[src/rtl/fair_reader_writer_lock_arbiter_top_assert.svh]
// Assertion macros for the fair reader-writer lock arbiter.
// Used by the top level; expects aclk and aresetn in scope.
`ifndef FAIR_READER_WRITER_LOCK_ARBITER_TOP_ASSERT_SVH
`define FAIR_READER_WRITER_LOCK_ARBITER_TOP_ASSERT_SVH

// Same-cycle implication, checked outside reset
`define FRWL_ASSERT_SAME(lbl, ante, cons, msg) \
    lbl: assert property (@(posedge aclk) disable iff (!aresetn) (ante) |-> (cons)) \
        else $error(msg);

// Next-cycle implication, checked outside reset
`define FRWL_ASSERT_NEXT(lbl, ante, cons, msg) \
    lbl: assert property (@(posedge aclk) disable iff (!aresetn) (ante) |=> (cons)) \
        else $error(msg);

`endif

[src/rtl/frwl_pkg.sv]
// Shared types, codes and defaults for the fair reader-writer lock arbiter.
// No dependencies; imported by every module of the block.
`timescale 1ns / 1ps

package frwl_pkg;

    // Default configuration
    localparam int QUEUE_DEPTH_DEF = 16;
    localparam int ID_BITS_DEF     = 8;
    localparam int MAX_READERS_DEF = 255;

    // Port field widths
    localparam int REQ_W    = 2;
    localparam int ID_OUT_W = 8;
    localparam int STATUS_W = 3;
    localparam int ID_EXT_W = 16;

    // Request kinds
    typedef enum logic [REQ_W-1:0] {
        REQ_READ_LOCK    = 2'd0,
        REQ_WRITE_LOCK   = 2'd1,
        REQ_READ_UNLOCK  = 2'd2,
        REQ_WRITE_UNLOCK = 2'd3
    } req_t;

    // Result status codes
    typedef enum logic [STATUS_W-1:0] {
        ST_READ_OK    = 3'd0,
        ST_WRITE_OK   = 3'd1,
        ST_QUEUED     = 3'd2,
        ST_RELEASED   = 3'd3,
        ST_FULL       = 3'd4,
        ST_BAD_UNLOCK = 3'd5,
        ST_OVERFLOW   = 3'd6
    } status_t;

    // Per-cell control: shift toward the head, or load a new waiter
    typedef struct packed {
        logic shift;
        logic load;
    } frwl_cell_ctl_t;

endpackage

[src/rtl/fair_reader_writer_lock_arbiter_top.sv]
// Top level of the fair reader-writer lock arbiter: request decode,
// holder counts, wakeup sequencer and result register.
// Depends on frwl_pkg, frwl_queue and the assertion macro header.
//
//  Channel  | Direction | tdata (low bit up) | tuser (low bit up) | tlast
//  ---------+-----------+--------------------+--------------------+-------------
//  s_ (req) | in        | requester_id[7:0]  | req_type[1:0]      | -
//  m_ (res) | out       | target_id[7:0]     | status[2:0]        | final result
//
// A request yields one result; an unlock that wakes waiters adds one
// result per granted waiter (one writer or up to MAX_READERS readers),
// paced by the single result register.
// A new request is taken once the previous one has put out its last result
// and the result register is empty or being drained the same cycle.
// Reset (aresetn low, synchronous) empties the queue and drops all holders.
// Stalls on m_tready hold the result and pause the wakeup sequence.
`timescale 1ns / 1ps

`include "fair_reader_writer_lock_arbiter_top_assert.svh"

module fair_reader_writer_lock_arbiter_top
    import frwl_pkg::*;
#(
    parameter int QUEUE_DEPTH = QUEUE_DEPTH_DEF,
    parameter int ID_BITS     = ID_BITS_DEF,
    parameter int MAX_READERS = MAX_READERS_DEF
) (
    input  logic                aclk,
    input  logic                aresetn,
    input  logic                s_tvalid,
    output logic                s_tready,
    input  logic [ID_OUT_W-1:0] s_tdata,   // [7:0] requester_id
    input  logic [REQ_W-1:0]    s_tuser,   // [1:0] req_type
    output logic                m_tvalid,
    input  logic                m_tready,
    output logic [ID_OUT_W-1:0] m_tdata,   // [7:0] target_id
    output logic [STATUS_W-1:0] m_tuser,   // [2:0] status
    output logic                m_tlast
);

    localparam int IDX_W = $clog2(QUEUE_DEPTH);
    localparam int CNT_W = $clog2(QUEUE_DEPTH + 1);
    localparam int RC_W  = $clog2(MAX_READERS + 1);

    typedef enum logic {
        S_IDLE,
        S_WAKE
    } state_t;

    state_t              state_reg, state_next;
    logic [RC_W-1:0]     rc_reg, rc_next;
    logic                writer_reg, writer_next;
    logic [CNT_W-1:0]    count_reg, count_next;
    logic                m_tvalid_reg, m_tvalid_next;
    logic [ID_OUT_W-1:0] m_tdata_reg, m_tdata_next;
    status_t             m_tuser_reg, m_tuser_next;
    logic                m_tlast_reg, m_tlast_next;

    logic                out_free;
    logic                take;
    logic [ID_EXT_W-1:0] in_ext;
    logic [ID_BITS-1:0]  in_id;
    logic [ID_EXT_W-1:0] head_ext;
    logic                enq;
    logic                enq_is_read;
    logic                deq;
    logic [ID_BITS-1:0]  head_id;
    logic                head_is_read;
    logic                second_is_read;
    logic [RC_W-1:0]     rc_inc;
    logic                q_empty;
    logic                q_full;

    // Handshake and field decode
    assign out_free = !m_tvalid_reg || m_tready;
    assign s_tready = (state_reg == S_IDLE) && out_free;
    assign take     = s_tvalid && s_tready;
    assign in_ext   = ID_EXT_W'(s_tdata);
    assign in_id    = in_ext[ID_BITS-1:0];
    assign head_ext = ID_EXT_W'(head_id);
    assign rc_inc   = rc_reg + RC_W'(1);
    assign q_empty  = (count_reg == '0);
    assign q_full   = (count_reg == CNT_W'(QUEUE_DEPTH));

    // Waiter queue
    frwl_queue #(
        .QUEUE_DEPTH(QUEUE_DEPTH),
        .ID_BITS    (ID_BITS)
    ) u_queue (
        .aclk          (aclk),
        .enq           (enq),
        .deq           (deq),
        .wr_idx        (count_reg[IDX_W-1:0]),
        .wr_id         (in_id),
        .wr_is_read    (enq_is_read),
        .head_id       (head_id),
        .head_is_read  (head_is_read),
        .second_is_read(second_is_read)
    );

    // Decode requests and sequence wakeup grants
    always_comb begin
        state_next    = state_reg;
        rc_next       = rc_reg;
        writer_next   = writer_reg;
        count_next    = count_reg;
        m_tvalid_next = m_tvalid_reg && !m_tready;
        m_tdata_next  = m_tdata_reg;
        m_tuser_next  = m_tuser_reg;
        m_tlast_next  = m_tlast_reg;
        enq           = 1'b0;
        enq_is_read   = 1'b0;
        deq           = 1'b0;

        case (state_reg)
            S_IDLE: begin
                if (take) begin
                    m_tvalid_next = 1'b1;
                    m_tdata_next  = ID_OUT_W'(in_id);
                    m_tlast_next  = 1'b1;
                    case (req_t'(s_tuser))
                        REQ_READ_LOCK: begin
                            if (q_empty && !writer_reg) begin
                                if (rc_reg == RC_W'(MAX_READERS)) begin
                                    m_tuser_next = ST_OVERFLOW;
                                end else begin
                                    rc_next      = rc_inc;
                                    m_tuser_next = ST_READ_OK;
                                end
                            end else if (q_full) begin
                                m_tuser_next = ST_FULL;
                            end else begin
                                enq          = 1'b1;
                                enq_is_read  = 1'b1;
                                count_next   = count_reg + CNT_W'(1);
                                m_tuser_next = ST_QUEUED;
                            end
                        end
                        REQ_WRITE_LOCK: begin
                            if (q_empty && !writer_reg && rc_reg == '0) begin
                                writer_next  = 1'b1;
                                m_tuser_next = ST_WRITE_OK;
                            end else if (q_full) begin
                                m_tuser_next = ST_FULL;
                            end else begin
                                enq          = 1'b1;
                                count_next   = count_reg + CNT_W'(1);
                                m_tuser_next = ST_QUEUED;
                            end
                        end
                        REQ_READ_UNLOCK: begin
                            if (rc_reg == '0) begin
                                m_tuser_next = ST_BAD_UNLOCK;
                            end else begin
                                rc_next      = rc_reg - RC_W'(1);
                                m_tuser_next = ST_RELEASED;
                                if (rc_reg == RC_W'(1) && !q_empty) begin
                                    m_tlast_next = 1'b0;
                                    state_next   = S_WAKE;
                                end
                            end
                        end
                        default: begin
                            if (!writer_reg) begin
                                m_tuser_next = ST_BAD_UNLOCK;
                            end else begin
                                writer_next  = 1'b0;
                                m_tuser_next = ST_RELEASED;
                                if (!q_empty) begin
                                    m_tlast_next = 1'b0;
                                    state_next   = S_WAKE;
                                end
                            end
                        end
                    endcase
                end
            end
            S_WAKE: begin
                // Grant the head: one writer, or readers one per cycle while the result register is free
                if (out_free) begin
                    m_tvalid_next = 1'b1;
                    m_tdata_next  = head_ext[ID_OUT_W-1:0];
                    deq           = 1'b1;
                    count_next    = count_reg - CNT_W'(1);
                    if (!head_is_read) begin
                        writer_next  = 1'b1;
                        m_tuser_next = ST_WRITE_OK;
                        m_tlast_next = 1'b1;
                        state_next   = S_IDLE;
                    end else begin
                        rc_next      = rc_inc;
                        m_tuser_next = ST_READ_OK;
                        if (count_reg >= CNT_W'(2) && second_is_read &&
                            rc_inc != RC_W'(MAX_READERS)) begin
                            m_tlast_next = 1'b0;
                        end else begin
                            m_tlast_next = 1'b1;
                            state_next   = S_IDLE;
                        end
                    end
                end
            end
            default: begin
                state_next = S_IDLE;
            end
        endcase
    end

    // Hold state and registered outputs
    always_ff @(posedge aclk) begin
        if (!aresetn) begin
            state_reg    <= S_IDLE;
            rc_reg       <= '0;
            writer_reg   <= 1'b0;
            count_reg    <= '0;
            m_tvalid_reg <= 1'b0;
        end else begin
            state_reg    <= state_next;
            rc_reg       <= rc_next;
            writer_reg   <= writer_next;
            count_reg    <= count_next;
            m_tvalid_reg <= m_tvalid_next;
            m_tdata_reg  <= m_tdata_next;
            m_tuser_reg  <= m_tuser_next;
            m_tlast_reg  <= m_tlast_next;
        end
    end

    assign m_tvalid = m_tvalid_reg;
    assign m_tdata  = m_tdata_reg;
    assign m_tuser  = m_tuser_reg;
    assign m_tlast  = m_tlast_reg;

    // Checks on holder state and wakeup sequencing
    `FRWL_ASSERT_SAME(a_excl_hold, writer_reg, rc_reg == '0, "writer and readers hold together")
    `FRWL_ASSERT_SAME(a_wake_nonempty, state_reg == S_WAKE, !q_empty, "wakeup with empty queue")
    `FRWL_ASSERT_SAME(a_count_bound, 1'b1, count_reg <= CNT_W'(QUEUE_DEPTH), "queue overfilled")
    `FRWL_ASSERT_SAME(a_more_pending, m_tvalid_reg && !m_tlast_reg, state_reg == S_WAKE, "open result run without wakeup")
    `FRWL_ASSERT_NEXT(a_rel_clears, take && writer_reg && req_t'(s_tuser) == REQ_WRITE_UNLOCK && q_empty, !writer_reg, "write unlock kept writer")

endmodule

[src/rtl/frwl_cell.sv]
// One waiter slot of the shift queue: holds an id and its kind.
// Depends on frwl_pkg for the cell control struct.
`timescale 1ns / 1ps

module frwl_cell
    import frwl_pkg::*;
#(
    parameter int ID_BITS = ID_BITS_DEF
) (
    input  logic               aclk,
    input  frwl_cell_ctl_t     ctl,
    input  logic [ID_BITS-1:0] nbr_id,
    input  logic               nbr_is_read,
    input  logic [ID_BITS-1:0] wr_id,
    input  logic               wr_is_read,
    output logic [ID_BITS-1:0] id_q,
    output logic               is_read_q
);

    logic [ID_BITS-1:0] id_reg;
    logic               is_read_reg;

    // Take the neighbor's entry on a shift, else load a new waiter
    always_ff @(posedge aclk) begin
        if (ctl.shift) begin
            id_reg      <= nbr_id;
            is_read_reg <= nbr_is_read;
        end else if (ctl.load) begin
            id_reg      <= wr_id;
            is_read_reg <= wr_is_read;
        end
    end

    assign id_q      = id_reg;
    assign is_read_q = is_read_reg;

endmodule

[src/rtl/frwl_queue.sv]
// Waiter FIFO built as a chain of frwl_cell slots, head in cell 0.
// Depends on frwl_pkg and frwl_cell. Fill level is kept by the caller.
`timescale 1ns / 1ps

module frwl_queue
    import frwl_pkg::*;
#(
    parameter int QUEUE_DEPTH = QUEUE_DEPTH_DEF,
    parameter int ID_BITS     = ID_BITS_DEF,
    localparam int IDX_W      = $clog2(QUEUE_DEPTH)
) (
    input  logic               aclk,
    input  logic               enq,
    input  logic               deq,
    input  logic [IDX_W-1:0]   wr_idx,
    input  logic [ID_BITS-1:0] wr_id,
    input  logic               wr_is_read,
    output logic [ID_BITS-1:0] head_id,
    output logic               head_is_read,
    output logic               second_is_read
);

    logic [ID_BITS-1:0] cell_id      [QUEUE_DEPTH];
    logic               cell_is_read [QUEUE_DEPTH];

    for (genvar i = 0; i < QUEUE_DEPTH; i++) begin : g_cell
        frwl_cell_ctl_t     ctl;
        logic [ID_BITS-1:0] nbr_id;
        logic               nbr_is_read;

        // Advance every slot on a dequeue; load only the first free slot
        assign ctl.shift = deq;
        assign ctl.load  = enq && (wr_idx == IDX_W'(i));

        // The tail cell pulls in an empty entry
        if (i == QUEUE_DEPTH - 1) begin : g_end
            assign nbr_id      = '0;
            assign nbr_is_read = 1'b0;
        end else begin : g_mid
            assign nbr_id      = cell_id[i+1];
            assign nbr_is_read = cell_is_read[i+1];
        end

        frwl_cell #(
            .ID_BITS(ID_BITS)
        ) u_cell (
            .aclk       (aclk),
            .ctl        (ctl),
            .nbr_id     (nbr_id),
            .nbr_is_read(nbr_is_read),
            .wr_id      (wr_id),
            .wr_is_read (wr_is_read),
            .id_q       (cell_id[i]),
            .is_read_q  (cell_is_read[i])
        );
    end

    assign head_id        = cell_id[0];
    assign head_is_read   = cell_is_read[0];
    assign second_is_read = cell_is_read[1];

endmodule
[config.mk]
export PLATFORM = sky130hd
export DESIGN_NAME = fair_reader_writer_lock_arbiter_top
export DESIGN_NICKNAME = d
export VERILOG_FILES = /design/src/rtl/frwl_pkg.sv /design/src/rtl/fair_reader_writer_lock_arbiter_top.sv /design/src/rtl/frwl_cell.sv /design/src/rtl/frwl_queue.sv
export VERILOG_INCLUDE_DIRS = /design/src /design/src/rtl
export SDC_FILE = /design/constraint.sdc
export NUM_CORES = 1
export LEC_CHECK = 0
export ABC_AREA = 1
export BUFFER_PORTS_ARGS = -buffer_cell sky130_fd_sc_hd__buf_2
export CORE_MARGIN = 3
export CORE_UTILIZATION = 33
export CTS_BUF_LIST = sky130_fd_sc_hd__clkbuf_16
export CTS_CLUSTER_SIZE = 25
export DETAILED_ROUTE_END_ITERATION = 10
export PLACE_DENSITY_LB_ADDON = 0.1
export SETUP_SLACK_MARGIN = 0.05
export SLEW_MARGIN = 15
export SYNTH_ARGS = -nofsm -noshare
export SYNTH_HDL_FRONTEND = slang
export SYNTH_SLANG_ARGS = --single-unit
[constraint.sdc]
create_clock -name aclk -period 6 [get_ports aclk]
set_clock_uncertainty 0.2 [all_clocks]
set_input_delay 0.3 -clock aclk [delete_from_list [all_inputs] [get_ports aclk]]
set_output_delay 0.3 -clock aclk [all_outputs]
set_load 0.01 [all_outputs]
==> impl_metrics.py, run 1 <==
metrics = {
    "detailed_routing": {
        "totalWireLength_um": 18100,
        "wl_per_cell_um": 15.6,
        "first_pass_iters": 6,
        "ant_nets": 0,
        "vias": 5470,
        "drtIter0Drc": 338,
        "drc": 0,
        "drt-vias-per-instance": 4.72,
    },
    "yosys": {
        "yosys-top-cells-area": "edfxtp_1 57%, nand2_1 18%, dfxtp_1 6.5%",
        "synth_commonest_cells": "381 x nand2_1, 147 x edfxtp_1, 47 x nor2_1",
        "synth.largest_area_cell": "edfxtp_1",
        "synth_xor_area_share_pct": 1.02,
        "synthFlopType": "edfxtp_1",
        "synth-seq-area-share_pct": 63.5,
        "yosysWarnings": 0,
        "synth_top_family_by_area": "simple AND/OR/NAND/NOR gates",
        "synth-compound-area-share_pct": 3.53,
        "synth_top_cell_area_share_pct": 57.1,
        "yosys.area_share.simple_pct": 26.4,
        "synth_fp_nets": 829,
        "syn-instance-count": 807,
        "synth_edf_count": 147,
        "synth_cell_types": 33,
        "avgSynthCellArea_sq_um": 9.58,
        "async_flop_share_pct": 0,
        "synthAdderAreaFrac_pct": 1.39,
        "yosysMostFrequentCell": "nand2_1",
        "ys_seq_elements": 172,
        "synth_mux_area_share_pct": 0,
        "syn-cell-area_sq_um": 7730,
    },
    "placed_design": {
        "place_congestion": 0.840,
        "dpl_cell_area_sq_um": 8150,
        "hpwl_um": 12100,
        "numPortBuffers": 27,
    },
    "critical_path": {
        "r2r-end": "u_queue.g_cell[9].u_cell.id_q[1]",
        "required_ns": 5.95,
        "cp.arrival_ns": 3.61,
        "path_max_fanout": 40,
        "start_kind": "flip-flop",
        "r2r_slack_ns": 2.34,
        "critPathKind": "reg2reg",
        "critical_path.slowest_cell": "dfxtp_1",
        "rr_worst_depth": 5,
        "r2r_start": "state_reg",
        "crit_chain": "inv_2, nor2_4, inv_2, nand2_1, nand2_1",
        "worst_setup_path_end_kind": "flip-flop",
        "critPathMaxStageDelay_ns": 0.90,
    },
    "final_layout": {
        "diodes": 0,
        "final_area_sq_um": 8770,
        "fin_nets": 854,
        "drive_gt1_share_pct": 10.7,
        "largest_reg_flops": 128,
        "postLayoutCoreUtil_pct": 38.4,
        "syn_to_final_growth_pct": 13.4,
    },
    "clock_network": {
        "cts-root-buf": "clkbuf_16",
        "clock_path_buffers": 2,
        "cts_tree": "done",
        "cts_made_buffers": 17,
        "htree_levels": 4,
        "clock_sinks": 172,
        "postCtsSetupBuffers": 0,
        "clkTransAtPathRegs_ns": 0.07,
        "insertion_delay_ns": 0.43,
    },
    "sta": {
        "min_period_ns": 3.66,
        "rsz0062_at_grt": "no",
        "fmaxAchievable_ghz": 0.274,
        "tightest_slew_ns": 1.06,
        "final-hold-violation-count": 0,
        "slew_headroom_pct": 29.5,
        "setup_tns_ns": 0,
        "post-route-period-util_pct": 60.9,
        "slew_viol_final": 0,
        "setup_viol": 0,
    },
    "power": {
        "p_int_mw": 1.99,
        "p_sw_share_pct": 25.9,
        "p_seq_share_pct": 50.3,
        "pwr-share-comb_pct": 9.9,
        "leakagePower_nw": 3.48,
        "total_power_mw": 2.69,
        "power_density_nw_per_um2": 306,
        "clkPwrFrac_pct": 39.8,
        "p_switching_mw": 0.696,
        "max-vdd-ir-drop_v": 0.000159,
    },
    "floorplanning": {
        "die_width_um": 159,
        "ios": 28,
        "core_area_sq_um": 22800,
        "die_h_um": 159,
        "row_count": 55,
        "dieArea_sq_um": 25300,
        "start_util_pct": 33.9,
    },
    "hold_path": {
        "min_to": "u_queue.g_cell[15].u_cell.id_q[2]",
        "min_from": "s_tdata[2]",
        "min_path_type": "in2reg",
        "holdPathStages": 3,
    },
    "global_routing": {
        "overflow": 0,
        "grt_pass1_wl_um": 29600,
        "grt_util_all_layers_pct": 14.7,
        "grt_antenna_before_repair": 0,
        "grt_max_degree": 106,
        "grt_pass1_vias": 5508,
    },
    "run": {
        "maxCapViolations": 0,
    },
    "status": {
        "outcome": "completed",
    },
}
==> power groups by stage <==
stage	registers, mW	logic, mW	clock network (mW)
5_1_grt	1.36	0.302	1.14
6_report	1.35	0.265	1.07
3_5_place_dp	1.38	0.263	0
2_1_floorplan	1.37	0.195	0
3_3_place_gp	1.38	0.261	0
4_1_cts	1.35	0.267	1.10
==> worst max path at each step <==
| stage | startpoint | end | slack [ns] | depth (start not counted) |
|---|---|---|---|---|
| finish | state_reg | u_queue.g_cell[9].u_cell.id_q[1] | 2.34 | 5 |
| global route | state_reg | u_queue.g_cell[10].u_cell.id_q[1] | 2.00 | 5 |
| CTS | state_reg | u_queue.g_cell[10].u_cell.id_q[1] | 2.29 | 5 |
| detailed placement | state_reg | u_queue.g_cell[10].u_cell.id_q[1] | 2.30 | 5 |
| global placement | state_reg | u_queue.g_cell[10].u_cell.id_q[6] | 2.34 | 7 |
| floorplan | rc_reg[0] | u_queue.g_cell[13].u_cell.id_q[0] | 3.45 | 9 |
==> repair_timing <==
item	4_1_cts	5_1_grt
hold buffers	6	0
gates resized for setup	0	0
endpoints found under the hold margin	6	0
endpoints found under the setup margin	0	0
==> critical path: cells and delay by family, from the launching register on <==
family                 cells  cell delay [ns]
buffers and inverters      2             0.65
DFF                        1             0.90
and+or+nand+nor            3             1.60
==> routing by layer <==
metal | GRT usage, % | vias to the layer above | share of wire [%]
li1 | - | 2695 | -
met1 | 20.8 | 2631 | 48
met2 | 22.9 | 125 | 45
met3 | 3.20 | 19 | 5.0
met4 | 4.30 | 0 | 1.4
met5 | 0 | - | 0
==> area by class of cell <==
cell class / instances / area, sq um
timing repair buffer: 41 / 255
tap: 313 / 392
multi-input combinational: 562 / 2500
clock inverter: 15 / 136
inverter: 38 / 143
fill: 2315 / 14100
sequential: 172 / 4910
clock buffer: 17 / 425
==> cell families after synthesis <==
| family | Yosys count |
|---|---|
| and+or+nand+nor | 495 |
| DFF | 172 |
| buffers and inverters | 73 |
| AOI/OAI and AO/OA | 50 |
| xor gates and xnor gates | 9 |
| adders and majority gates | 8 |
==> cell usage in the layout (no fill, tap or decap), types with 12 or more instances in the layout <==
cell	synthesis	layout
nand3_1	43	43
dfxtp_1	25	25
buf_2	16	27
nand2_1	381	381
o21ai_0	17	12
nor2_1	47	47
a21oi_1	26	26
clkbuf_16	0	17
edfxtp_1	147	147
inv_1	32	32
==> through the flow <==
step                      setup WS, ns  cells  hold WS (ns)
after floorplan                   3.45    807         0.220
after global placement            2.34   1119         0.250
after detailed placement          2.30   1120         0.255
after CTS                         2.29   1158       0.00466
after global routing              2.00   1158        0.0345
final                             2.34   1158        0.0170
Power figures use the tool's default switching activity.
==> run 2, diff against run 1 <==
Clock period 6 ns to 3.8 ns, I/O delays scaled along.
==> run 2 against run 1 <==
  * Sequential share of layout area fell by 0.79 points
  * First-iteration DRC count rose by 51%
  * Total power rose by 60%
  * Flip-flop and latch count did not move
  * Cell area rose by 1.4%
  * Clock-buffer cell count did not move
  * Global-route usage rose by 0.13 points
  * Register-to-register slack got worse by 1.1 ns
  * Utilization rose by 0.55 points
  * Via count fell by 0.44%
  * Die area did not move
  * Combinational power rose by 60%
==> impl_metrics.py, run 2 (same netlist as run 1, synthesis figures left out) <==
metrics = {
    "status": {
        "outcome": "completed",
    },
    "placed_design": {
        "hpwl_um": 12400,
        "place_congestion": 0.816,
        "numPortBuffers": 27,
        "dp_slack_ns": 1.29,
        "dpl.cell_count": 1126,
    },
    "hold_path": {
        "min_path_type": "in2reg",
        "min_to": "u_queue.g_cell[15].u_cell.is_read_q",
        "holdPathStages": 5,
        "min_from": "s_tvalid",
    },
    "clock_network": {
        "clock_path_buffers": 2,
        "clock_sinks": 172,
        "htree_levels": 4,
        "insertion_delay_ns": 0.43,
        "cts_tree": "done",
        "ctsResizeCount": 0,
        "clkTransAtPathRegs_ns": 0.07,
        "cts-root-buf": "clkbuf_16",
        "cts_made_buffers": 17,
    },
    "critical_path": {
        "crit_family": "simple AND/OR/NAND/NOR gates",
        "r2r-end": "u_queue.g_cell[5].u_cell.id_q[7]",
        "r2r_slack_ns": 1.29,
        "r2r_start": "rc_reg[0]",
        "critical_path.slowest_cell": "dfxtp_1",
        "worst_setup_path_end_kind": "flip-flop",
        "critPathKind": "reg2reg",
        "crit_buf_inv": 2,
        "required_ns": 3.72,
        "critPathMaxStageDelay_ns": 0.40,
        "path_max_fanout": 16,
        "crit_chain": "inv_1, ha_1, nand3_2, nor2_4, nand2_1, nand3_2, nand2_4, nand3_1, o21ai_0, buf_4",
        "rr_worst_depth": 10,
        "cp.arrival_ns": 2.43,
        "start_kind": "flip-flop",
        "cpMostUsedCell": "nand3_2",
    },
    "final_layout": {
        "syn_to_final_growth_pct": 15.0,
        "fin_nets": 864,
        "final_common_cell": "nand2_1",
        "final_cell_mix": "381 x nand2_1, 147 x edfxtp_1, 47 x nor2_1",
        "multiInputGateArea_sq_um": 2500,
        "fin_cells": 1168,
        "largest_reg_flops": 128,
        "n_fill_cell": 2339,
        "diodes": 0,
        "drive_gt1_share_pct": 11.6,
        "seqCellArea_sq_um": 4910,
    },
    "power": {
        "power_density_nw_per_um2": 483,
        "max-vdd-ir-drop_v": 0.000283,
        "leakagePower_nw": 3.54,
    },
    "global_routing": {
        "overflow": 0,
        "grt_antenna_before_repair": 0,
        "grt_pass1_wl_um": 29700,
        "grt_max_degree": 144,
        "grt_util_all_layers_pct": 14.9,
        "grt_pass1_vias": 5369,
    },
    "sta": {
        "post-route-period-util_pct": 66.1,
        "tightest_slew_ns": 0.961,
        "setup_viol": 0,
        "slew_headroom_pct": 35.7,
        "fmaxAchievable_ghz": 0.398,
        "min_period_ns": 2.51,
        "slew_viol_final": 0,
        "holdWs_ns": 0.0374,
        "final-hold-violation-count": 0,
        "rsz0062_at_grt": "no",
        "setup_tns_ns": 0,
        "timing.final.ws_setup_ns": 1.29,
    },
    "detailed_routing": {
        "drc": 0,
        "totalWireLength_um": 18400,
        "first_pass_iters": 5,
        "drtIter0Drc": 512,
        "vias": 5446,
        "wl_per_cell_um": 15.8,
        "ant_nets": 0,
        "drt-vias-per-instance": 4.66,
    },
    "floorplanning": {
        "die_h_um": 159,
        "core_area_sq_um": 22800,
        "dieArea_sq_um": 25300,
        "row_count": 55,
        "die_width_um": 159,
        "start_util_pct": 33.9,
        "ios": 28,
    },
    "run": {
        "maxCapViolations": 0,
    },
}
==> run 2: cell count changes in the layout (fill, tap and decap cells not counted), moves of 2 or more <==
| cell | change |
|---|---|
| o21ai_0 | +5 |
| dlygate4sd3_1 | +4 |
| clkinvlp_4 | +3 |
| buf_4 | +5 |
| clkinv_1 | -4 |
| o21ai_1 | -5 |
| inv_8 | -2 |
| clkinv_4 | +2 |
==> run 2: report_power, final <==
group / total [mW] / leakage [nW] / internal (mW) / switching (mW)
combinational: 0.425 / 1.73 / 0.132 / 0.293
clock: 1.74 / 0.280 / 0.979 / 0.761
sequential: 2.14 / 1.53 / 2.10 / 0.0357
total: 4.30 / 3.54 / 3.21 / 1.09
==> run 2: worst max-delay path by stage <==
stage / from / depth (start not counted) / end / slack [ns]
after floorplan: rc_reg[0] / 9 / u_queue.g_cell[13].u_cell.id_q[0] / 1.25
final: rc_reg[0] / 10 / u_queue.g_cell[5].u_cell.id_q[7] / 1.29
after global routing: rc_reg[0] / 10 / u_queue.g_cell[1].u_cell.id_q[5] / 1.08
after detailed placement: rc_reg[0] / 10 / u_queue.g_cell[5].u_cell.id_q[5] / 1.29
after CTS: m_tready / 10 / u_queue.g_cell[12].u_cell.is_read_q / 1.23
after global placement: m_tvalid / 9 / u_queue.g_cell[12].u_cell.id_q[2] / 1.29
==> run 2: layout make-up <==
cell class | count | share of cell area (%)
flip-flops and latches | 172 | 55.3
multi-input cells | 562 | 28.1
clock buffers | 17 | 4.78
well taps | 313 | 4.40
repair buffers | 51 | 3.97
clock inverters | 15 | 1.84
inverters | 38 | 1.60
==> run 2: metrics by stage <==
stage	utilization [%]	cell area [sq um]	total power [mW]
floorplan	-	7730	2.48
global placement	35.9	8210	2.60
detailed placement	35.9	8210	2.60
CTS	38.9	8890	4.34
global route	38.9	8890	4.48
finish	38.9	8890	4.30
==> run 2: worst min-delay path: stages <==
cell     delay (ns)
buf_2          0.11
nand2_1        0.09
inv_2          0.08
nand3_1        0.09
a21oi_1        0.06
==> run 2: what timing repair did <==
action                    CTS  global route
hold buffers               10             0
buffers inserted            0             0
hold endpoints to repair   25             0
==> run 2: routing by layer <==
metal | global-route usage (%) | part of all wire, % | vias up
met5 | 0 | 0 | -
met1 | 20.9 | 49 | 2616
met3 | 3.17 | 3.8 | 15
met2 | 23.3 | 46 | 99
met4 | 4.14 | 1.1 | 0
li1 | - | - | 2716
